[config.mk]
export PLATFORM = sky130hd
export DESIGN_NAME = tsrd_front
export DESIGN_NICKNAME = d
export VERILOG_FILES = /design/src/design/thumbstick_radial_deadzone_macros.svh /design/src/design/tsrd_pkg.sv /design/src/design/tsrd_front.sv
export SDC_FILE = /design/constraint.sdc
export NUM_CORES = 2
export LEC_CHECK = 0
export BUFFER_PORTS_ARGS = -buffer_cell sky130_fd_sc_hd__buf_2
export CAP_MARGIN = 40
export CORE_ASPECT_RATIO = 0.7
export CORE_MARGIN = 2
export CORE_UTILIZATION = 60
export CTS_CLUSTER_SIZE = 8
export DETAILED_ROUTE_END_ITERATION = 7
export PLACE_DENSITY = 0.78
export RECOVER_POWER = 25
export SLEW_MARGIN = 25
export SYNTH_ARGS = -nofsm -noshare
export SYNTH_HDL_FRONTEND = slang
export SYNTH_SLANG_ARGS = --single-unit
[constraint.sdc]
create_clock -name clk -period 9.4 [get_ports clk]
set_clock_uncertainty 0.15 [all_clocks]
set_input_delay 1.88 -clock clk [delete_from_list [all_inputs] [get_ports clk]]
set_output_delay 1.88 -clock clk [all_outputs]
set_load 0.005 [all_outputs]
[src/design/thumbstick_radial_deadzone_macros.svh]
// Assertion macros for the thumbstick deadzone design files; tsrd_fifo uses them.
`ifndef THUMBSTICK_RADIAL_DEADZONE_MACROS_SVH
`define THUMBSTICK_RADIAL_DEADZONE_MACROS_SVH
`ifndef NO_ASSERTIONS
`define TSRD_ASSERT(lbl, ck, rs, prop, msg) \
  lbl: assert property (@(posedge ck) disable iff (rs) prop) else $error(msg);
`define TSRD_ASSERT_NEXT(lbl, ck, rs, ante, cons, msg) \
  lbl: assert property (@(posedge ck) disable iff (rs) (ante) |=> (cons)) else $error(msg);
`else
`define TSRD_ASSERT(lbl, ck, rs, prop, msg)
`define TSRD_ASSERT_NEXT(lbl, ck, rs, ante, cons, msg)
`endif
`endif

[src/design/tsrd_pkg.sv]
// Shared constants and types for the thumbstick radial deadzone.
package tsrd_pkg;
  localparam int STICK_W = 16;
  localparam int DZ_W = 15;
  localparam int SQ_W = 32;
  localparam int SCALE_BITS = 15;
  localparam int FULL_SCALE = 32767;
  localparam int FRAC_BITS_DEFAULT = 8;
  localparam int QDEPTH = 4;

  typedef struct packed {
    logic signed [STICK_W-1:0] x;
    logic signed [STICK_W-1:0] y;
    logic [SQ_W-1:0]           sq;
    logic                      in_dz;
  } front_item_t;
endpackage

[src/design/tsrd_front.sv]
// Front end: squares the sample, sums and classifies against the deadzone circle.
module tsrd_front (
  input  logic                                clk,
  input  logic                                rst,
  input  logic [tsrd_pkg::DZ_W-1:0]           dz,
  input  logic                                in_valid,
  output logic                                in_ready,
  input  logic signed [tsrd_pkg::STICK_W-1:0] in_x,
  input  logic signed [tsrd_pkg::STICK_W-1:0] in_y,
  output logic                                out_valid,
  input  logic                                out_ready,
  output tsrd_pkg::front_item_t               out_item
);
  logic                                adv;
  logic                                v1;
  logic signed [tsrd_pkg::STICK_W-1:0] x1, y1;
  logic [30:0]                         sqx1, sqy1;
  logic signed [31:0]                  px, py;
  logic [29:0]                         dz_sq;
  logic [tsrd_pkg::SQ_W-1:0]           sum;

  assign adv      = !out_valid || out_ready;
  assign in_ready = adv;
  assign px       = in_x * in_x;
  assign py       = in_y * in_y;
  assign sum      = {1'b0, sqx1} + {1'b0, sqy1};

  always_ff @(posedge clk) begin
    dz_sq <= 30'(dz) * 30'(dz);
    if (rst) begin
      v1        <= 1'b0;
      out_valid <= 1'b0;
    end else if (adv) begin
      v1        <= in_valid;
      out_valid <= v1;
    end
    if (adv) begin
      x1             <= in_x;
      y1             <= in_y;
      sqx1           <= px[30:0];
      sqy1           <= py[30:0];
      out_item.x     <= x1;
      out_item.y     <= y1;
      out_item.sq    <= sum;
      out_item.in_dz <= sum < {2'b00, dz_sq};
    end
  end
endmodule

# Word-level counts from Yosys, hierarchy flattened
# Index checks and enable logic that the tools add are counted.
# op_classes
add_sub_neg	1
n_mul	3
n_div	0
order_cmp	1
eq_ne	0
shifts	0
mux	0
n_bitwise	0
n_reduce_logical	2
# ops
operator	count
$mul A16 B16 Y31	2
$add A31 B31 Y32	1
$lt A32 B30 Y1	1
$mul A15 B15 Y30	1
$logic_not A1 Y1	1
$logic_or A1 B1 Y1	1
# word_totals
ff_bits	191
latch_bits	0
ram_bits	0
romBits	0
inputBits	51
output_inout_bits	67
wordCells	18
n_memories	0

# Longest topological paths before layout
# depth
depth_word	2
depth_mapped	25
depth_no_buf	23

# Worst setup path after synthesis
# OpenSTA, ideal clock, no wires.
# synth_path
path_type	input to register
start	input port in_x[5] in the netlist's numbering
end	register sqx1[30] (data pin)
setup_ps	157
arrival_time_ps	7483
t_required_ps	9093
slack_ps	1610
stages	20
n_path_buf	2
path_cell_list	clkbuf_1 clkbuf_1 nand2_1 fa_1 fa_1 inv_1 fa_1 fa_1 fa_1 inv_1 fa_1 inv_1 ha_1 o21a_1 o2111ai_1 nand2_1 a31o_1 a221o_1 and4_1 nor3_1
# synth_via
elab_chain_cells	1
# synth_rtl
item	line_no	text
start: declaration	tsrd_front.sv:8	input logic signed [tsrd_pkg::STICK_W-1:0] in_x,
$mul A16 B16 Y31	tsrd_front.sv:24	assign px = in_x * in_x;
via px[30]	tsrd_front.sv:18	logic signed [31:0] px, py;
end signal: assignment	tsrd_front.sv:40	sqx1 <= px[30:0];
end: declaration	tsrd_front.sv:17	logic [30:0] sqx1, sqy1;
# The timed path passes the listed nets, and every way through them passes these cells.
# A chain may end at the register's enable or synchronous reset.

# Final worst setup path
# layout_path
start	input port in_y[12] in the netlist's numbering
end	register sqy1[30] (data pin)
# layout_via
elab_chain_cells	1
# layout_rtl
item	line_no	text
start: declaration	tsrd_front.sv:9	input logic signed [tsrd_pkg::STICK_W-1:0] in_y,
$mul A16 B16 Y31	tsrd_front.sv:25	assign py = in_y * in_y;
via py[30]	tsrd_front.sv:18	
end signal: assignment	tsrd_front.sv:41	sqy1 <= py[30:0];
end: declaration	tsrd_front.sv:17	
# The timed path passes the listed nets, and every way through them passes these cells.

==> metrics list <==
- Hold bufs inserted after CTS: 0
- Leaving out filler cells and counting taps, the final layout contains 3828.
- Worst slew pin tran: 1770 ps
* Synth top area share: 0.387
* Fin Setup TNS: 0 ps
- From bottom edge to top edge, the die measures 193 um.
* Fraction of the cycle the final worst path needs: 0.893
- Average instance area after synthesis: 10.0 um^2
* CTS tree: built
* Max-slew violations: 35
- Category of the worst setup path capture point: register
- Post-detailed-route via-to-cell ratio: 5.45
* Most area-consuming cells after synthesis: fa_1, edfxtp_1, ha_1, inv_1, nand2_1
* Dominant register cell in the synthesized netlist: edfxtp_1
* Met3 capacity usage during global routing: 0.0503
- From synthesis to final layout, the design area changed by 5.90%.
* First-pass GRT wire length: 113 mm
* Number of port buffers: 117
* Layout cell share with drive strength beyond 1: 0.0501
* Synthesized instance count: 3061
- Antenna violations before repair: 1
- Number of design-rule violations left by the first detailed-router iteration: 1470
* Total inserted antenna cells: 0
- For the worst setup path, the data arrival time is 8480 ps.
* Area of the core region: 50700 um^2
* Area after detailed placement: 32000 um^2
- Number of buffers between clock root and the deepest sink: 2
- Top Ports: 118
* Pin count of the biggest net entering global routing: 51
- Counting I/O delays and the setup requirement, the final critical path takes 8400 ps.
- Number of distinct library cells after synthesis: 74
- Counting flops with a built-in enable in the synthesized netlist gives 155.
* Worst setup path category: in2reg
* Synth warnings: 0
- Proportion of synthesized chip area in sequential cells: 0.172
- For this run the aggregate overflow at the end of global routing stands at 0.
* Global-route met2 utilization: 0.441
* Top fanout value on the critical path: 11
- Clock net sink count: 186
- In this run, synthesis produced a sequential element count of 186.
- Headroom to the max-slew limit came out at -0.181.
* CTS Buf Count: 17
* Share of flip-flops with an asynchronous set or reset: 0
* Number of fill cells: 3924
- Kind of path behind the tightest hold check: reg2reg
- Max Freq: 0.119 GHz
- The checks that failed: capacitance limit, slew limit.
- Post-synthesis instance area: 30700 um^2
- After routing the design area is 32600 um^2.
* Post-synthesis simple-gate area fraction: 0.0939
- In this run the remaining antenna-violating nets after routing total 0.
* Compound-gate portion of the synthesized area: 0.0628
- The run finished, with violations left.
- The number of nets in the synthesized netlist is 4028.
- Remaining design rule violation count: 0
- For this run, the post-layout net count is 4108.
* Req. time, crit path: 9480 ps
- The congestion estimate from routability-driven global placement came to 0.931.
- Ranked by instance count, the synthesized netlist is headed by inv_1, fa_1, ha_1.
- The most common cell in the synthesized netlist is inv_1.
* Placed cell count: 3796
* TritonRoute pass-1 iters: 5
- At the later pin of the worst-skew pair, clock insertion delay measures 480 ps.
* Maximum Capacitance Violations: 1
- The final number of hold-violating endpoints was 0.
* Synth area leader: fa_1
- Horizontal die dimension: 275 um
* Combined global-route utilization of all metal layers: 0.267
- Overall routed net length: 65.6 mm
- The number of gates resized after CTS was 0.
- Maximum level of the CTS H-tree: 4
* Synthesized-area fraction occupied by adder cells: 0.518
- Placement Rows: 69
- XOR/XNOR share of the synthesized area: 0.0390
* Multiplexer fraction of the synthesized cell area: 0.00175
- Clk pin slew, worst setup/hold paths: 80 ps
- RSZ-0062 raised after global routing: no
- Effective utilization at floorplan: 0.607
- Startpoint kind of the worst setup timing path: primary input
* Master cell of the clock root buffer: clkbuf_16
- Most crowded layer after global routing: met2
* Vias in the first global route: 23100
* Met1 demand-to-capacity share in global routing: 0.362
- Once detailed placement completed, the half-perimeter wirelength came to 55.2 mm.
* Combinational family with the most area after synthesis: adder cells
* Endpoints failing setup: 0
- WL per Instance: 17.1 um
- The die covers 53100 um^2.
- Summing over every cut layer, the via total after detailed routing is 20900.
* Post-CTS Setup Inserts: 0
cells by family after synthesis:
kind of cell	count (synthesis)
flip-flops	186
adder cells (fa/ha/maj)	916
buffers and inverters	926
multiplexers	5
AO/OA/AOI/OAI	283
AND/OR/NAND/NOR	608
XOR/XNOR	137
worst max-delay path, cell delays in order:
cell and delay, ps:
clkbuf_1 470, clkinv_1 500, nor2_1 340, ha_1 310, xor2_1 190, fa_1 510, fa_1 510, inv_1 50
fa_1 490, fa_1 500, inv_1 50, fa_1 470, inv_1 40, ha_1 340, a21o_1 200, or3_1 350
a211o_1 270, a31oi_1 470, o21a_1 280, o21a_1 170, xnor2_1 70
stage by stage:
step                utilization  hold slack [ps]  worst slack [ps]
global route              0.643              277               679
floorplan                     -              250              1610
finish                    0.643              272              1000
global placement          0.631              251               996
CTS                       0.644              272              1350
detailed placement        0.632              255               842
layer usage:
layer	wire, um	part of all wire	vias up
met5	0	0	-
met4	1630	0.025	0
met3	3890	0.059	124
met2	31800	0.48	648
met1	28300	0.43	10600
li1	-	-	9486
path summary, 6_finish.rpt:
kind | from | to | slack, ps | depth (start not counted)
max | in_y[12] | sqy1[30] | 1000 | 21
min | x1[4] | out_item[53] | 270 | 0
max reg2reg | sqx1[8] | out_item[0] | 3360 | 16
min reg2reg | x1[4] | out_item[53] | 270 | 0
registers in the layout, summed over array words and instances (netlist names):
register and count:
x1 16, out_item 65, y1 16, sqx1 29, dz_sq 29, v1 1, out_valid 1, sqy1 29
cell type report:
class / instances / area, um^2 / area share
clock buffer: 17 / 425 / 0.0131
clock inverter: 15 / 186 / 0.00573
inverter: 864 / 3240 / 0.0996
multi-input combinational: 1949 / 22000 / 0.675
sequential: 186 / 5280 / 0.162
tap: 674 / 843 / 0.0259
timing repair buffer: 123 / 597 / 0.0183
cell usage in the layout, fill, tap and decap left out, drive strengths merged, types with 6 or more instances in the layout:
cell type / n
clkinv: 11
nor4: 6
nand3: 23
a31oi: 8
o21bai: 11
and2: 119
o21a: 20
ha: 322
o21ai: 43
a21o: 44
xnor2: 101
fa: 594
o211ai: 14
a211oi: 11
a21oi: 80
xor2: 36
inv: 866
clkbuf: 50
or2: 7
and3: 15
buf: 90
edfxtp: 155
nand2b: 17
nand2: 238
dfxtp: 31
nor2b: 19
a31o: 11
nor2: 119
nand4: 8
nor3: 22
Power is left out: the tool's default activity adds up to more than one toggle a clock period on the data nets, which glitch-free logic cannot reach.
