File: config.mk
export PLATFORM = sky130hd
export DESIGN_NAME = tsrd_sqrt
export DESIGN_NICKNAME = d
export VERILOG_FILES = /design/src/design/thumbstick_radial_deadzone_macros.svh /design/src/design/tsrd_pkg.sv /design/src/design/tsrd_sqrt.sv
export SDC_FILE = /design/constraint.sdc
export NUM_CORES = 2
export LEC_CHECK = 0
export CORE_UTILIZATION = 41
export DETAILED_ROUTE_END_ITERATION = 6
export DONT_BUFFER_PORTS = 1
export PLACE_DENSITY = 0.57
export SYNTH_ARGS = -nofsm -noshare
export SYNTH_HDL_FRONTEND = slang
export SYNTH_SLANG_ARGS = --single-unit
File: constraint.sdc
create_clock -name clk -period 4.6 [get_ports clk]
set_clock_uncertainty 0.2 [all_clocks]
set_input_delay 0.46 -clock clk [delete_from_list [all_inputs] [get_ports clk]]
set_output_delay 0.46 -clock clk [all_outputs]
set_load 0.02 [all_outputs]
File: src/design/thumbstick_radial_deadzone_macros.svh
// Assertion macros for the thumbstick deadzone design files; tsrd_fifo uses them.
`ifndef THUMBSTICK_RADIAL_DEADZONE_MACROS_SVH
`define THUMBSTICK_RADIAL_DEADZONE_MACROS_SVH
`ifndef NO_ASSERTIONS
`define TSRD_ASSERT(lbl, ck, rs, prop, msg) \
  lbl: assert property (@(posedge ck) disable iff (rs) prop) else $error(msg);
`define TSRD_ASSERT_NEXT(lbl, ck, rs, ante, cons, msg) \
  lbl: assert property (@(posedge ck) disable iff (rs) (ante) |=> (cons)) else $error(msg);
`else
`define TSRD_ASSERT(lbl, ck, rs, prop, msg)
`define TSRD_ASSERT_NEXT(lbl, ck, rs, ante, cons, msg)
`endif
`endif

File: src/design/tsrd_pkg.sv
// Shared constants and types for the thumbstick radial deadzone.
package tsrd_pkg;
  localparam int STICK_W = 16;
  localparam int DZ_W = 15;
  localparam int SQ_W = 32;
  localparam int SCALE_BITS = 15;
  localparam int FULL_SCALE = 32767;
  localparam int FRAC_BITS_DEFAULT = 8;
  localparam int QDEPTH = 4;

  typedef struct packed {
    logic signed [STICK_W-1:0] x;
    logic signed [STICK_W-1:0] y;
    logic [SQ_W-1:0]           sq;
    logic                      in_dz;
  } front_item_t;
endpackage

File: src/design/tsrd_sqrt.sv
// Pipelined bit-per-stage integer square root of the fixed-point squared length.
module tsrd_sqrt #(
  parameter int FRAC_BITS = tsrd_pkg::FRAC_BITS_DEFAULT
) (
  input  logic                         clk,
  input  logic                         rst,
  input  logic                         en,
  input  logic                         in_valid,
  input  tsrd_pkg::front_item_t        in_item,
  output logic                         out_valid,
  output tsrd_pkg::front_item_t        out_item,
  output logic [16+FRAC_BITS-1:0]      out_root
);
  localparam int RW  = 16 + FRAC_BITS;
  localparam int SQW = 2 * RW;

  logic [RW:0]           vld;
  tsrd_pkg::front_item_t itm  [RW+1];
  logic [RW+1:0]         rem  [RW+1];
  logic [RW-1:0]         root [RW+1];

  assign vld[0]  = in_valid;
  assign itm[0]  = in_item;
  assign rem[0]  = '0;
  assign root[0] = '0;

  for (genvar k = 0; k < RW; k++) begin : g_stage
    logic [SQW-1:0] v;
    logic [RW+1:0]  rsh, t;
    logic           ge;
    assign v   = SQW'(itm[k].sq) << (2 * FRAC_BITS);
    assign rsh = {rem[k][RW-1:0], v[2*(RW-1-k) +: 2]};
    assign t   = {root[k], 2'b01};
    assign ge  = rsh >= t;
    always_ff @(posedge clk) begin
      if (rst) vld[k+1] <= 1'b0;
      else if (en) vld[k+1] <= vld[k];
      if (en) begin
        itm[k+1]  <= itm[k];
        rem[k+1]  <= ge ? rsh - t : rsh;
        root[k+1] <= {root[k][RW-2:0], ge};
      end
    end
  end

  assign out_valid = vld[RW];
  assign out_item  = itm[RW];
  assign out_root  = root[RW];
endmodule

* Word level (Yosys, flattened, before mapping) *
Cells that the tools add are included.

operators by class
  $add $sub $neg = 23
  $lt $le $gt $ge = 24
  muxes and demuxes = 23

operators by type and width
  kind              count
  $mux W24          22
  $ge A26 B10 Y1    1
  $ge A26 B11 Y1    1
  $ge A26 B12 Y1    1
  $ge A26 B13 Y1    1
  $ge A26 B14 Y1    1
  $ge A26 B15 Y1    1
  $ge A26 B16 Y1    1
  $ge A26 B17 Y1    1
  $ge A26 B18 Y1    1
  $ge A26 B19 Y1    1
  $ge A26 B20 Y1    1
  $ge A26 B21 Y1    1
  $ge A26 B22 Y1    1
  $ge A26 B23 Y1    1
  $ge A26 B24 Y1    1
  $ge A26 B25 Y1    1
  $ge A26 B3 Y1     1
  $ge A26 B4 Y1     1
  $ge A26 B5 Y1     1
  $ge A26 B6 Y1     1
  $ge A26 B7 Y1     1
  $ge A26 B8 Y1     1
  $ge A26 B9 Y1     1
  other kinds (25)  25

word-level totals
  register bits after elaboration = 2415
  input port bits = 69
  output and inout port bits = 90
  logic and storage cells = 245

* Depth between registers and ports, before layout *
  depth in word-level cells = 2
  gate-level depth with buffers = 15
  gate-level depth less buffers = 13

* Worst setup path after synthesis *
No wires, ideal clock.

  kind = reg2reg
  from = register root, in the netlist g_stage[21].t[2]
  to = register rem, in the netlist g_stage[22].rsh[17] (data pin)
  library setup time = 0.260 ns
  data arrival time = 3.006 ns
  required time = 4.140 ns
  slack = 1.134 ns
  stages on the path, launching flop included = 14
  path buffers = 1
  period minus slack after synthesis = 3.466 ns
  cells stage by stage = edfxtp_1 > inv_1 > ha_1 > inv_1 > fa_1 > nor2b_1 > o31a_1 > o221a_2 > a311o_1 > a41oi_2 > o311ai_1 > a21bo_2 > buf_2 > mux2_2

between the ends
  word-level cells in the longest chain between the ends = 2
  elaborated cells between the ends (all ways) = 3
  classes of those cells = add/sub (1); order compare (1); mux (1)

ends and longest elaborated chain
  item                               RTL line         source
  from (decl)                        tsrd_sqrt.sv:20  logic [RW-1:0] root [RW+1];
  from (signal, indexed assignment)  tsrd_sqrt.sv:41  root[k+1] <= {root[k][RW-2:0], ge};
  $ge A26 B23 Y1                     tsrd_sqrt.sv:34  assign ge = rsh >= t;
  named net g_stage[21].ge           tsrd_sqrt.sv:30  logic ge;
  $mux W24                           tsrd_sqrt.sv:40  rem[k+1] <= ge ? rsh - t : rsh;
  to (signal, indexed assignment)    tsrd_sqrt.sv:40
  to (decl)                          tsrd_sqrt.sv:19  logic [RW+1:0] rem [RW+1];

The timed path passes the listed nets, and every way through them passes these cells.
A chain may end at the register's enable or synchronous reset.

* Worst setup path in the final report *
  from = register root, in the netlist g_stage[21].t[2]
  to = register rem, in the netlist g_stage[22].rsh[6] (data pin)

between the ends
  word-level cells in the longest chain between the ends = 2
  elaborated cells between the ends (all ways) = 3
  classes of those cells = add/sub (1); order compare (1); mux (1)

ends and longest elaborated chain
  item                                                RTL line
  $sub A24 B23 Y24 or $ge A26 B23 Y1 (tied branches)  tsrd_sqrt.sv:40, tsrd_sqrt.sv:34
  $mux W24 (*)                                        tsrd_sqrt.sv:40

Mark *: on every way between the ends. The rest lies on a longest branch, timed or not.

==> flow_summary.yaml <==
route:
  drt-total-wl_um: 154000
  routed_via_density: 4.91
  detail_route.wl_per_cell_um: 16.5
  post-route-drc-count: 0
  drt-pass1-iter-count: 7
  vias: 45800
  drt_iter0_markers: 2678
  ant_nets: 0
synthesis:
  synthArstFlopShare: 0
  synthTopCellsByCount: "edfxtp_1, inv_1, ha_1"
  synth_top_area_frac: 0.758
  yosys_register_bits: 2399
  synth.most_common_cell: "edfxtp_1"
  ys_types: 92
  syn_area_sq_um: 94100
  synth-main-ff-cell: "edfxtp_1"
  synth_area_leaders: "edfxtp_1, ha_1, xnor2_1, inv_1, xor2_1"
  synth_largest_area_cell: "edfxtp_1"
  synth_area_per_cell_sq_um: 16.3
  seq_area_frac_synth: 0.763
  ys_warn_count: 0
  syn_inst: 5772
  syn-num-nets: 6158
  synth-edff-count: 2375
sta:
  hold-worst-slack_ns: 0.0772
  fmax_mhz: 248
  worst_slack_ns: 0.562
  fin_crit_ns: 4.04
  slew_violations: 0
  worst_slew_pin_slew_ns: 1.05
  setup_viol: 0
  rsz0062_at_grt: "no"
  hold_viol_final: 0
  tns_ns: 0
  period_share: 0.878
  max_slew_margin: 0.293
cts:
  cts_resized: 0
  cts_tree: "built"
  post_cts_buffers: 0
  ctsLongestPathBuffers: 4
  hold_buffers: 128
  clkSlewWorstSetupHoldPaths_ns: 0.06
  cts_root_buf: "clkbuf_16"
  cts.htree.levels: 5
  cts.sinks: 2399
  clk_latency_ns: 0.88
  cts_inserted_buffers: 279
global_routing:
  use_met3: 0.0253
  grt_pass1_vias: 45700
  grt_max_degree: 136
  grt-busiest-layer: "met2"
  grt_usage: 0.131
  grt_overflow_total: 0
  met2_usage: 0.224
  grt_antenna_before_repair: 2
  use_met1: 0.163
  grt_pass1_wl_um: 244000
power:
  p_leak_nw: 39.0
  ir_drop_mv: 0.315
  pwr-share-seq: 0.509
  total_power_mw: 54.2
  powerDensity_nw_per_um2: 504
  swShare: 0.235
  p_clk_frac: 0.378
  intPower_mw: 41.5
  netSwitchingPower_mw: 12.8
  power_frac_comb: 0.113
finish:
  layout-drive-gt1-share: 0.0975
  utilization: 0.473
  multi_input_area_sq_um: 20000
  regArea_sq_um: 71800
  fin_cells: 9328
  layout-area-overhead-vs-synth_pct: 14.5
  fin_area_sq_um: 108000
  layout.nets: 6510
  fill_cells: 19400
run_status:
  outcome: "completed"
placement:
  portBuffers: 0
  routabilityCongestion: 0.859
  dpl_cell_area_sq_um: 97900
  dp.cells: 8724
  dp_hpwl_um: 101000
  pre_cts_ws_ns: 0.562
die:
  rows: 175
  core-area_sq_um: 228000
  start_util: 0.413
  pin_count: 159
  die_h_um: 481
  die_x_um: 481
  die_area_sq_um: 231000
worst_setup_path:
  cp-end-kind: "register"
  crit_fanout: 23
  cp.required_ns: 5.01
  start_kind: "register"
  crit_arrival_ns: 4.44
  r2r_slack_ns: 0.56
  criticalPathCategory: "reg2reg"
job:
  maxCapViolations: 0
hold_path:
  hold_class: "in2reg"
==> logic make-up (layout without fill, tap and decap cells) <==
| group | count (synthesis) | after routing | synth area share |
|---|---|---|---|
| adder cells (fa/ha/maj) | 317 | 317 | 0.0427 |
| flip-flops | 2399 | 2399 | 0.763 |
| AND/OR/NAND/NOR | 1130 | 1130 | 0.0592 |
| AO/OA/AOI/OAI | 859 | 859 | 0.0584 |
| XOR/XNOR | 385 | 385 | 0.0358 |
| buffers and inverters | 548 | 1093 | 0.0252 |
| other | 1 | 3 | 0.0000399 |
| multiplexers | 133 | 133 | 0.0154 |
==> sequential cells by signal, indices dropped and copies added, names as in the netlist <==
register     cells
g_stage.v      706
vld             23
out_valid        1
out_item        65
g_stage.t      276
out_root        24
g_stage.rsh    545
itm            759
==> cells in the final DEF (no fill, tap or decap), types with 52 or more instances in the layout <==
cell and count:
nand3_1 85, ha_1 310, a21o_1 76, inv_1 411
nand2_1 275, nor4_1 61, a21oi_1 239, xnor2_1 214
dlygate4sd3_1 128, edfxtp_1 2375, nor2_1 298, nor2b_1 52
nor3_1 105, mux2_2 96, o21a_1 72, xor2_1 171
o21ai_0 204, buf_4 57, clkbuf_16 285
==> critical path, stage by stage (launching register included) <==
cell and delay [ns]:
edfxtp_1 0.39, inv_1 0.07, ha_1 0.18, inv_1 0.06, fa_1 0.39, nor2b_1 0.17, o31a_1 0.23, o221a_2 0.24
a311o_1 0.25, a41oi_2 0.20, o311ai_1 0.40, a21bo_2 0.58, mux2_2 0.40
==> final timing paths <==
check	from	endpoint	cells past startpoint
worst min register to register	g_stage[12].v[32]	g_stage[13].v[32]	0
worst min-delay path	in_item[6]	g_stage[1].v[21]	1
worst max-delay path	g_stage[21].t[2]	g_stage[22].rsh[6]	12
worst max register to register	g_stage[21].t[2]	g_stage[22].rsh[6]	12
==> power by group through the flow <==
stage / Sequential, mW / Clock (mW) / Combinational (mW)
floorplan: 27.5 / 0 / 4.54
finish: 27.6 / 20.5 / 6.13
detailed placement: 28.1 / 0 / 6.03
global route: 27.8 / 22.0 / 6.87
global placement: 28.1 / 0 / 5.91
CTS: 27.7 / 21.3 / 6.17
==> cell type report <==
type | instances | share of cell area
clock inverters | 138 | 0.0106
diodes | 2 | 0.0000465
flip-flops and latches | 2399 | 0.667
well taps | 3009 | 0.0350
inverters | 413 | 0.0144
clock buffers | 336 | 0.0684
repair buffers | 206 | 0.0198
multi-input cells | 2825 | 0.185
==> layer usage <==
metal | share of wire | routed length, um
met5 | 0.000085 | 13
met4 | 0.037 | 5650
met3 | 0.038 | 5870
met2 | 0.49 | 75900
met1 | 0.43 | 66200
(Power assumes the default switching activity.)
