`src/design/thumbstick_radial_deadzone_macros.svh`:
```
// Assertion macros for the thumbstick deadzone design files; tsrd_fifo uses them.
`ifndef THUMBSTICK_RADIAL_DEADZONE_MACROS_SVH
`define THUMBSTICK_RADIAL_DEADZONE_MACROS_SVH
`ifndef NO_ASSERTIONS
`define TSRD_ASSERT(lbl, ck, rs, prop, msg) \
  lbl: assert property (@(posedge ck) disable iff (rs) prop) else $error(msg);
`define TSRD_ASSERT_NEXT(lbl, ck, rs, ante, cons, msg) \
  lbl: assert property (@(posedge ck) disable iff (rs) (ante) |=> (cons)) else $error(msg);
`else
`define TSRD_ASSERT(lbl, ck, rs, prop, msg)
`define TSRD_ASSERT_NEXT(lbl, ck, rs, ante, cons, msg)
`endif
`endif

```
`src/design/tsrd_pkg.sv`:
```
// Shared constants and types for the thumbstick radial deadzone.
package tsrd_pkg;
  localparam int STICK_W = 16;
  localparam int DZ_W = 15;
  localparam int SQ_W = 32;
  localparam int SCALE_BITS = 15;
  localparam int FULL_SCALE = 32767;
  localparam int FRAC_BITS_DEFAULT = 8;
  localparam int QDEPTH = 4;

  typedef struct packed {
    logic signed [STICK_W-1:0] x;
    logic signed [STICK_W-1:0] y;
    logic [SQ_W-1:0]           sq;
    logic                      in_dz;
  } front_item_t;
endpackage

```
`src/design/tsrd_fifo.sv`:
```
// Short queue between the classifier and the magnitude/scale back end.
`include "thumbstick_radial_deadzone_macros.svh"
module tsrd_fifo (
  input  logic                  clk,
  input  logic                  rst,
  input  logic                  push,
  input  tsrd_pkg::front_item_t push_item,
  output logic                  full,
  input  logic                  pop,
  output logic                  empty,
  output tsrd_pkg::front_item_t head
);
  localparam int AW = $clog2(tsrd_pkg::QDEPTH);

  tsrd_pkg::front_item_t mem [tsrd_pkg::QDEPTH];
  logic [AW-1:0] wp, rp;
  logic [AW:0]   count;

  assign full  = count == (AW+1)'(tsrd_pkg::QDEPTH);
  assign empty = count == '0;
  assign head  = mem[rp];

  always_ff @(posedge clk) begin
    if (rst) begin
      wp    <= '0;
      rp    <= '0;
      count <= '0;
    end else begin
      if (push) wp <= wp + 1'b1;
      if (pop)  rp <= rp + 1'b1;
      count <= count + (AW+1)'(push) - (AW+1)'(pop);
    end
    if (push) mem[wp] <= push_item;
  end

  `TSRD_ASSERT(a_count_bound, clk, rst, count <= (AW+1)'(tsrd_pkg::QDEPTH), "queue overfilled")
  `TSRD_ASSERT(a_no_pop_empty, clk, rst, !(pop && empty), "pop from empty queue")
  `TSRD_ASSERT_NEXT(a_push_grows, clk, rst, push && !pop, count == $past(count) + 1'b1, "count lost a push")
endmodule

```
`config.mk`:
```
export PLATFORM = sky130hd
export DESIGN_NAME = tsrd_fifo
export DESIGN_NICKNAME = d
export VERILOG_FILES = /design/src/design/tsrd_pkg.sv /design/src/design/tsrd_fifo.sv
export VERILOG_INCLUDE_DIRS = /design/src /design/src/design
export SDC_FILE = /design/constraint.sdc
export NUM_CORES = 1
export LEC_CHECK = 0
export BUFFER_PORTS_ARGS = -buffer_cell sky130_fd_sc_hd__buf_2
export CAP_MARGIN = 40
export CORE_MARGIN = 5
export CORE_UTILIZATION = 48
export CTS_CLUSTER_SIZE = 24
export DETAILED_ROUTE_END_ITERATION = 6
export HOLD_SLACK_MARGIN = 0.12
export PLACE_DENSITY_LB_ADDON = 0.3
export SLEW_MARGIN = 20
export SYNTH_ARGS = -nofsm -noshare
export SYNTH_HDL_FRONTEND = slang
export SYNTH_SLANG_ARGS = --single-unit
```
`constraint.sdc`:
```
create_clock -name clk -period 3.14 [get_ports clk]
set_clock_uncertainty 0.15 [all_clocks]
set_input_delay 0 -clock clk [delete_from_list [all_inputs] [get_ports clk]]
set_output_delay 0 -clock clk [all_outputs]
set_load 0.02 [all_outputs]
```
Word-level counts from Yosys, hierarchy flattened

Memories as Yosys holds them, arrays and structs flattened. A register that Yosys moved wholly into a read port is not among the register bits.
Cells that the tools add are included.

Add/sub/neg operators: 4
Equal/unequal tests: 1
Mux-type cells: 4
Reduce and logical (&&, ||, !) cells: 1

Operators by type and width:

| operator              | number |
|---|---|
| $add A2 B1 Y2 const B | 2 |
| $mux W2               | 2 |
| $add A3 B1 Y3         | 1 |
| $eq A3 B3 Y1 const B  | 1 |
| $logic_not A3 Y1      | 1 |
| $sub A3 B1 Y3         | 1 |
| $mux W1               | 2 |

Flip-flop bits (word level): 7
Bits in writable memories: 260
Input port bits: 69
Output and inout port bits: 67
Logic and storage cells: 14
Memories kept: 1

Memories:

| name | words | width | rd ports | clocked after Yosys merged registers in | wr ports | RTL line        | source |
|---|---|---|---|---|---|---|---|
| mem  | 4     | 65    | 1        | 1                                       | 1        | tsrd_fifo.sv:15 | `tsrd_pkg::front_item_t mem [tsrd_pkg::QDEPTH];` |

Longest topological paths before layout

Gate-level depths: netlist of run 1.

Depth in word-level cells: 3
Mapped depth: 7

Worst setup path after synthesis of run 1

No wires, ideal clock.

Path kind: register -> register
Start point: reg wp[0]
End point: mem mem[0][0] in the netlist's numbering, enable pin
Setup time: 0.430 ns
Data arrival time: 2.070 ns
Slack: 0.490 ns
Stages on the path, launching flop included: 4
Path buffers: 0
Path through: dfxtp_1 inv_1 ha_1 and2_1

RTL lines:

| what                   | RTL line        | source |
|---|---|---|
| start, declared        | tsrd_fifo.sv:16 | `logic [AW-1:0] wp, rp;` |
| start signal, assigned | tsrd_fifo.sv:29 | `if (push) wp <= wp + 1'b1;` |
| end, declared          | tsrd_fifo.sv:15 |  |

No word-level cell before the write port.

==> metrics.md, run 1 <==
| Metric | Value |
|---|---|
| Clock Latency Late Sink | between 500 and 600 ps |
| Max-Cap Viols | 0 |
| Max Freq | roughly 420 MHz |
| # diodes | 0 |
| Ports | approximately 140 |
| Starting density of the core | 48.74% |
| Die area | 23510 sq um |
| R2R setup slack | between 800 and 900 ps |
| CTS resizes | 0 |
| RSZ-0062 raised after global routing | false |
| Max Transition Viols Final | 0 |
| #FFs+latches synth | about 270 |
| DRT Pass-1 Iters | 4 |
| Synth Instances | about 380 |
| Setup_tns | 0 ps |
| Startpoint types | flip-flop |
| Syn_nets | 457 |
| WL final | ~19000 um |
| Tmin final | between 2000 and 2500 ps |
| Synth Area per Inst | roughly 26 sq um |
| Netlist Area Pre-Place | approximately 10000 sq um |
| Switching share of total power | 22.37% |
| Relative slew margins | between 60% and 70% |
| Flop pwr share | around half |
| Synth Flop Type | edfxtp_1 |
| CP arrival | 2260 ps |
| Sequential fraction of the synthesis area | about four fifths |
| PwrDens | around 630 nW/um^2 |
| Internal power | ~0.0064 W |
| Avg Vias per Cell | 5.072 |
| WL/cell | just under 20 um |
| Worst Path Required | 2990 ps |
| Kind of critical path | flip-flop to output port |
| Number of enable-type register cells in the synthesized netlist | 260 |
| Finish-stage setup viols | 0 |
| Commonest non-fill, non-tap cell in the layout | edfxtp_1 |
| CP endpoint kind | output port |
| # rows | 52 |
| Commonest cells after routing, fill and taps aside | edfxtp_1 (260), dlygate4sd3_1 (136), buf_2 (135), mux4_2 (65), clkbuf_16 (29) |
| Die outline width | 153.3 um |
| Initial antenna violation count | 0 |
| Via count | roughly 4900 |
| Combinational share of power | ~12% |
| Final worst-path cycle share | around 77% |
| Netlist cell types | 22 |
| Core Area | 20230 sq um |
| Maximum fanout along the worst path | 18 |
| Final Hold Viols | 0 |
| Post-CTS setup buffer count | 0 |
| Vias in the first global route | between 5000 and 6000 |
| Clk sinks | roughly 270 |
| Placed cell count | ~780 |
| Layout area overhead | 32.60% |
| Outcome | finished, final reports clean |
| CTS Buffer Depth | 3 |
| First DRT Iteration DRCs | 291 |
| Root Driver | clkbuf_16 |
| IR drop worst, VDD | 0.5170 mV |
| PortBufs | around 140 |
| Die Y | 153.3 um |
| H-tree level count | 1 |
| CTS tree | built |
| Cts bufs inserted | 28 |
| Layout cells sized above 1 | between 30% and 40% |
| Worst hold path class | primary input to flip-flop |
| GRT Resource Usage Total | 15.89% |
| Async S/R FF share, synth | 0% |
| Post-route DRC | 0 |
| Transition time of the tightest slew-check pin | between 500 and 600 ps |
| Total grt overflow | 0 |
| Synth warnings | 0 |
| Total Nets Final | 751 |
| Clock Power Share | approximately 37% |
| RePlAce Congestion | 0.7109 |
| NetSw | 0.001835 W |
| Largest net degree at the start of global routing | 37 |
| Final HPWL DP | around 11000 um |
| Wire length of the first global-routing pass | around 30000 um |
| Finished Layout Cells | between 900 and 1000 |
| Antenna-violating nets left | 0 |
| Leakage | 4.534 nW |
| Clk slew on worst S/H paths | approximately 60 ps |
cells by family after synthesis:
| group | synth area share [%] |
|---|---|
| multiplexers | 14.94 |
| AO/OA/AOI/OAI | 0.1522 |
| buffers and inverters | 1.776 |
| AND/OR/NAND/NOR | 0.7611 |
| adder cells (fa/ha/maj) | 0.9641 |
| flip-flops | 80.98 |
| XOR/XNOR | 0.4186 |
cells in the mapped netlist (2+ instances only):
cell type,instances,area share (%)
mux4_2,65,15
buf_12,5,1.0
xnor2_1,2,0.18
inv_1,6,0.23
nor2_1,5,0.19
and2_1,4,0.25
dfxtp_1,9,1.8
ha_1,6,0.76
nor2b_1,2,0.13
edfxtp_1,260,79
buf_2,6,0.30
metrics by stage:
stage	cell area (sq um)	power (W)	hold WS, ps	util (%)	setup slack, ps
after floorplan	9863	0.004833	-78.39	-	490.1
after detailed placement	10870	0.005146	65.32	53.72	1214
after global routing	13080	0.008539	147.9	64.64	577.9
final	13080	0.008203	139.0	64.64	734.6
after CTS	13070	0.008320	128.7	64.59	649.3
after global placement	10850	0.005113	59.19	53.62	1247
area by class of cell:
type                            count  area (sq um)
Timing Repair Buffer              278          2165
Clock inverter                     16         103.9
Multi-Input combinational cell     92          1710
Tap cell                          270         337.8
Fill cell                        1364          7156
Sequential cell                   269          7995
Clock buffer                       34         744.5
Inverter                            6         22.52
registers in the layout (all words and copies together) (netlist names), named ones only:
signal,flops
mem,260
count,3
wp,2
rp,2
metal layers:
layer  vias up  track usage, %  part of all wire, %
met3        31           3.930                  6.9
li1       2217               -                    -
met1      2487           21.41                   42
met4         0           3.785                  1.8
met2       159           26.54                   49
met5         -               0                    0
power by group through the flow:
stage                     clock network (W)  logic [W]  registers [W]
after floorplan                           0   0.000594        0.00424
after global routing                0.00326    0.00107        0.00421
after detailed placement                  0   0.000872        0.00427
final                               0.00302   0.000993        0.00419
after global placement                    0   0.000840        0.00427
after CTS                           0.00311    0.00102        0.00420
critical path, cell delays in order (launching register included):
cell and delay, ps:
dfxtp_4 600, buf_4 360, mux4_2 580, buf_2 180
final timing paths:
check | from | to | cells after the start
hold / removal | push_item[24] | mem[3][24]$_DFFE_PP_ | 2
setup reg to reg | count[0]$_SDFF_PP0_ | count[1]$_SDFF_PP0_ | 7
hold reg to reg | rp[0]$_SDFFE_PP0P_ | flip-flop | 2
setup / recovery | flip-flop | head[61] | 3
timing repair:
item,in CTS,in global routing
setup endpoints to repair,0,0
endpoints found under the hold margin,389,4
hold buffers,135,1
No activity file was read; power rests on OpenSTA's default activity.
==> run 2, diff against run 1 <==
==> constraint.sdc (replaced) <==
create_clock -name clk -period 2.3 [get_ports clk]
set_clock_uncertainty 0.15 [all_clocks]
set_input_delay 0 -clock clk [delete_from_list [all_inputs] [get_ports clk]]
set_output_delay 0 -clock clk [all_outputs]
set_load 0.02 [all_outputs]
==> run 2 against run 1 <==
Effect of this change:
- wire length up 5.3%
- highest routed layer unchanged
- sequential power up 36%
- clock power up 37%
- largest power group unchanged
- combinational power up 48%
- non-clock buffer count up 16
- critical path depth up 1
- die area unchanged
- worst hold slack better by 8.8 ps
- sequential cell count unchanged
- design area up 1.8%
- setup slack worse by 540 ps
- register-to-register slack worse by 500 ps
- critical path type unchanged
==> metrics.md, run 2 (synthesized netlist as in run 1, its figures left out) <==
| Metric | Value |
|---|---|
| Commonest cells after routing, fill and taps aside | edfxtp_1 (260), buf_2 (135), dlygate4sd3_1 (134), mux4_2 (65), clkbuf_16 (28) (was edfxtp_1 (260), dlygate4sd3_1 (136), buf_2 (135), mux4_2 (65), clkbuf_16 (29)) |
| Initial antenna violation count | 0 (unchanged) |
| Starting density of the core | 48.74% (unchanged) |
| Final HPWL DP | 11280 um (was 10660 um) |
| Root Driver | clkbuf_16 (unchanged) |
| Finished Layout Cells | 982 (was 965) |
| Startpoint types | flip-flop (unchanged) |
| Worst hold path class | primary input to flip-flop (unchanged) |
| GRT Resource Usage Total | 16.46% (was 15.89%) |
| Placed cell count | 789 (was 779) |
| # diodes | 0 (unchanged) |
| Core Area | 20230 sq um (unchanged) |
| Commonest non-fill, non-tap cell in the layout | edfxtp_1 (unchanged) |
| Clk sinks | 269 (unchanged) |
| First DRT Iteration DRCs | 319 (was 291) |
| CTS Buffer Depth | 3 (unchanged) |
| H-tree level count | 1 (unchanged) |
| Layout cells sized above 1 | 37.92% (was 36.40%) |
| Post-Layout Inst Area | 13320 sq um (was 13080 sq um) |
| WL final | 19520 um (was 18530 um) |
| Die area | 23510 sq um (unchanged) |
| Final worst-path cycle share | roughly nine tenths |
| Cts bufs inserted | 28 (unchanged) |
| IR drop worst, VDD | 0.7016 mV (was 0.5170 mV) |
| Biggest regs | mem x260, count x3 (unchanged) |
| CTS tree | built (unchanged) |
| Avg Vias per Cell | 5.107 (was 5.072) |
| Top routing layer in use | met4 (unchanged) |
| Ports | 136 (unchanged) |
| Wire length of the first global-routing pass | 30450 um (was 29860 um) |
| Final Hold Viols | 0 (unchanged) |
| Clock Latency Late Sink | 520 ps (about the same) |
| DRT Pass-1 Iters | 4 (unchanged) |
| CP arrival | 1950 ps (was 2260 ps) |
| Finished Core Util | 65.82% (was 64.64%) |
| Layout area overhead | 35.04% (was 32.60%) |
| Met2 WL post-DR | 10180 um (was 9058 um) |
| Transition time of the tightest slew-check pin | 418.6 ps (was 527.4 ps) |
| PwrDens | 849.8 nW/um^2 (was 627.2 nW/um^2) |
| Post-route DRC | 0 (unchanged) |
| Max Transition Viols Final | 0 (unchanged) |
| Largest net degree at the start of global routing | 31 (was 37) |
| Placed Area | 10990 sq um (was 10870 sq um) |
| Outcome | finished, final reports clean (unchanged) |
| Clk slew on worst S/H paths | 60 ps (about the same) |
| Antenna-violating nets left | 0 (unchanged) |
| Kind of critical path | flip-flop to output port (unchanged) |
| Number of flip-flops in the largest register | 260 (unchanged) |
| RePlAce Congestion | 0.7307 (was 0.7109) |
| Max-Cap Viols | 0 (unchanged) |
| Finish-stage setup viols | 0 (unchanged) |
| CP endpoint kind | output port (unchanged) |
| Top reg by flops | mem (unchanged) |
| Total grt overflow | 0 (unchanged) |
| Die outline width | 153.3 um (unchanged) |
| Met3 routed WL | 1151 um (was 1280 um) |
| Leakage | 4.662 nW (was 4.534 nW) |
| Relative slew margins | 72.09% (was 64.84%) |
| Setup_tns | 0 ps (unchanged) |
| Max Freq | between 400 and 500 MHz |
| Worst Path Required | 2150 ps (was 2990 ps) |
| Via count | 5015 (was 4894) |
| RSZ-0062 raised after global routing | false (unchanged) |
| Total Nets Final | 767 (was 751) |
| Die Y | 153.3 um (unchanged) |
| # rows | 52 (unchanged) |
| PortBufs | 135 (unchanged) |
| WL/cell | 19.88 um (was 19.21 um) |
| Tmin final | 2103 ps |
| Vias in the first global route | 5418 (was 5491) |
| Total power | 0.01132 W (was 0.008203 W) |
| M1 wire length | 7865 um (was 7863 um) |
| Maximum fanout along the worst path | 14 (was 18) |
==> run 2: cell types whose count changed in the layout (fill, tap and decap cells not counted), moves of 2 or more <==
cell,change
buf_12,+6
buf_16,+2
buf_4,+9
clkbuf_1,+6
clkinv_1,-3
clkinv_2,-2
dlygate4sd3_1,-2
==> run 2: what timing repair did <==
item | 4_1_cts | 5_1_grt
setup endpoints to repair | 49 | 4
hold endpoints to repair | 365 | 0
gates resized for setup | 0 | 3
hold buffers | 136 | 0
setup buffers | 1 | 6
==> run 2: path summary, 6_finish.rpt <==
kind	start	endpoint	slack (ps)	depth (start not counted)
max	flip-flop	head[7]	200	4
min	push_item[61]	mem[0][61]$_DFFE_PP_	150	2
max reg2reg	count[0]$_SDFF_PP0_	count[1]$_SDFF_PP0_	390	7
min reg2reg	rp[1]$_SDFFE_PP0P_	flip-flop	380	2
==> run 2: per-stage QoR <==
stage | hold slack (ps) | setup WS [ps]
3_3_place_gp | 57.25 | 440.5
5_1_grt | 145.5 | 118.8
6_report | 147.8 | 197.5
2_1_floorplan | -78.39 | 357.5
3_5_place_dp | 68.22 | 393.3
4_1_cts | 131.1 | 35.03
==> run 2: report_power, final <==
| part | leakage [nW] | internal (W) | switching (W) | total, W |
|---|---|---|---|---|
| logic | 1.78 | 0.000730 | 0.000742 | 0.00147 |
| clock network | 0.417 | 0.00240 | 0.00174 | 0.00414 |
| registers | 2.46 | 0.00563 | 0.0000754 | 0.00571 |
==> run 2: layout make-up <==
type	instances	area, sq um
multi-input cells	92	1713
fillers	1313	6915
clock buffers	40	755.7
repair buffers	294	2400
flip-flops and latches	269	7996
inverters	6	22.52
well taps	270	337.8
clock inverters	11	93.84
==> run 2: worst max-delay path, stage by stage (launching register included) <==
cell and delay (ps):
dfxtp_4 380, buf_12 140, buf_12 180, mux4_2 540, buf_2 180
==> run 2: routing by layer <==
layer,vias up,track usage [%]
met4,0,4.079
met3,30,3.110
met2,153,28.89
met1,2580,21.47
li1,2252,-
met5,-,0
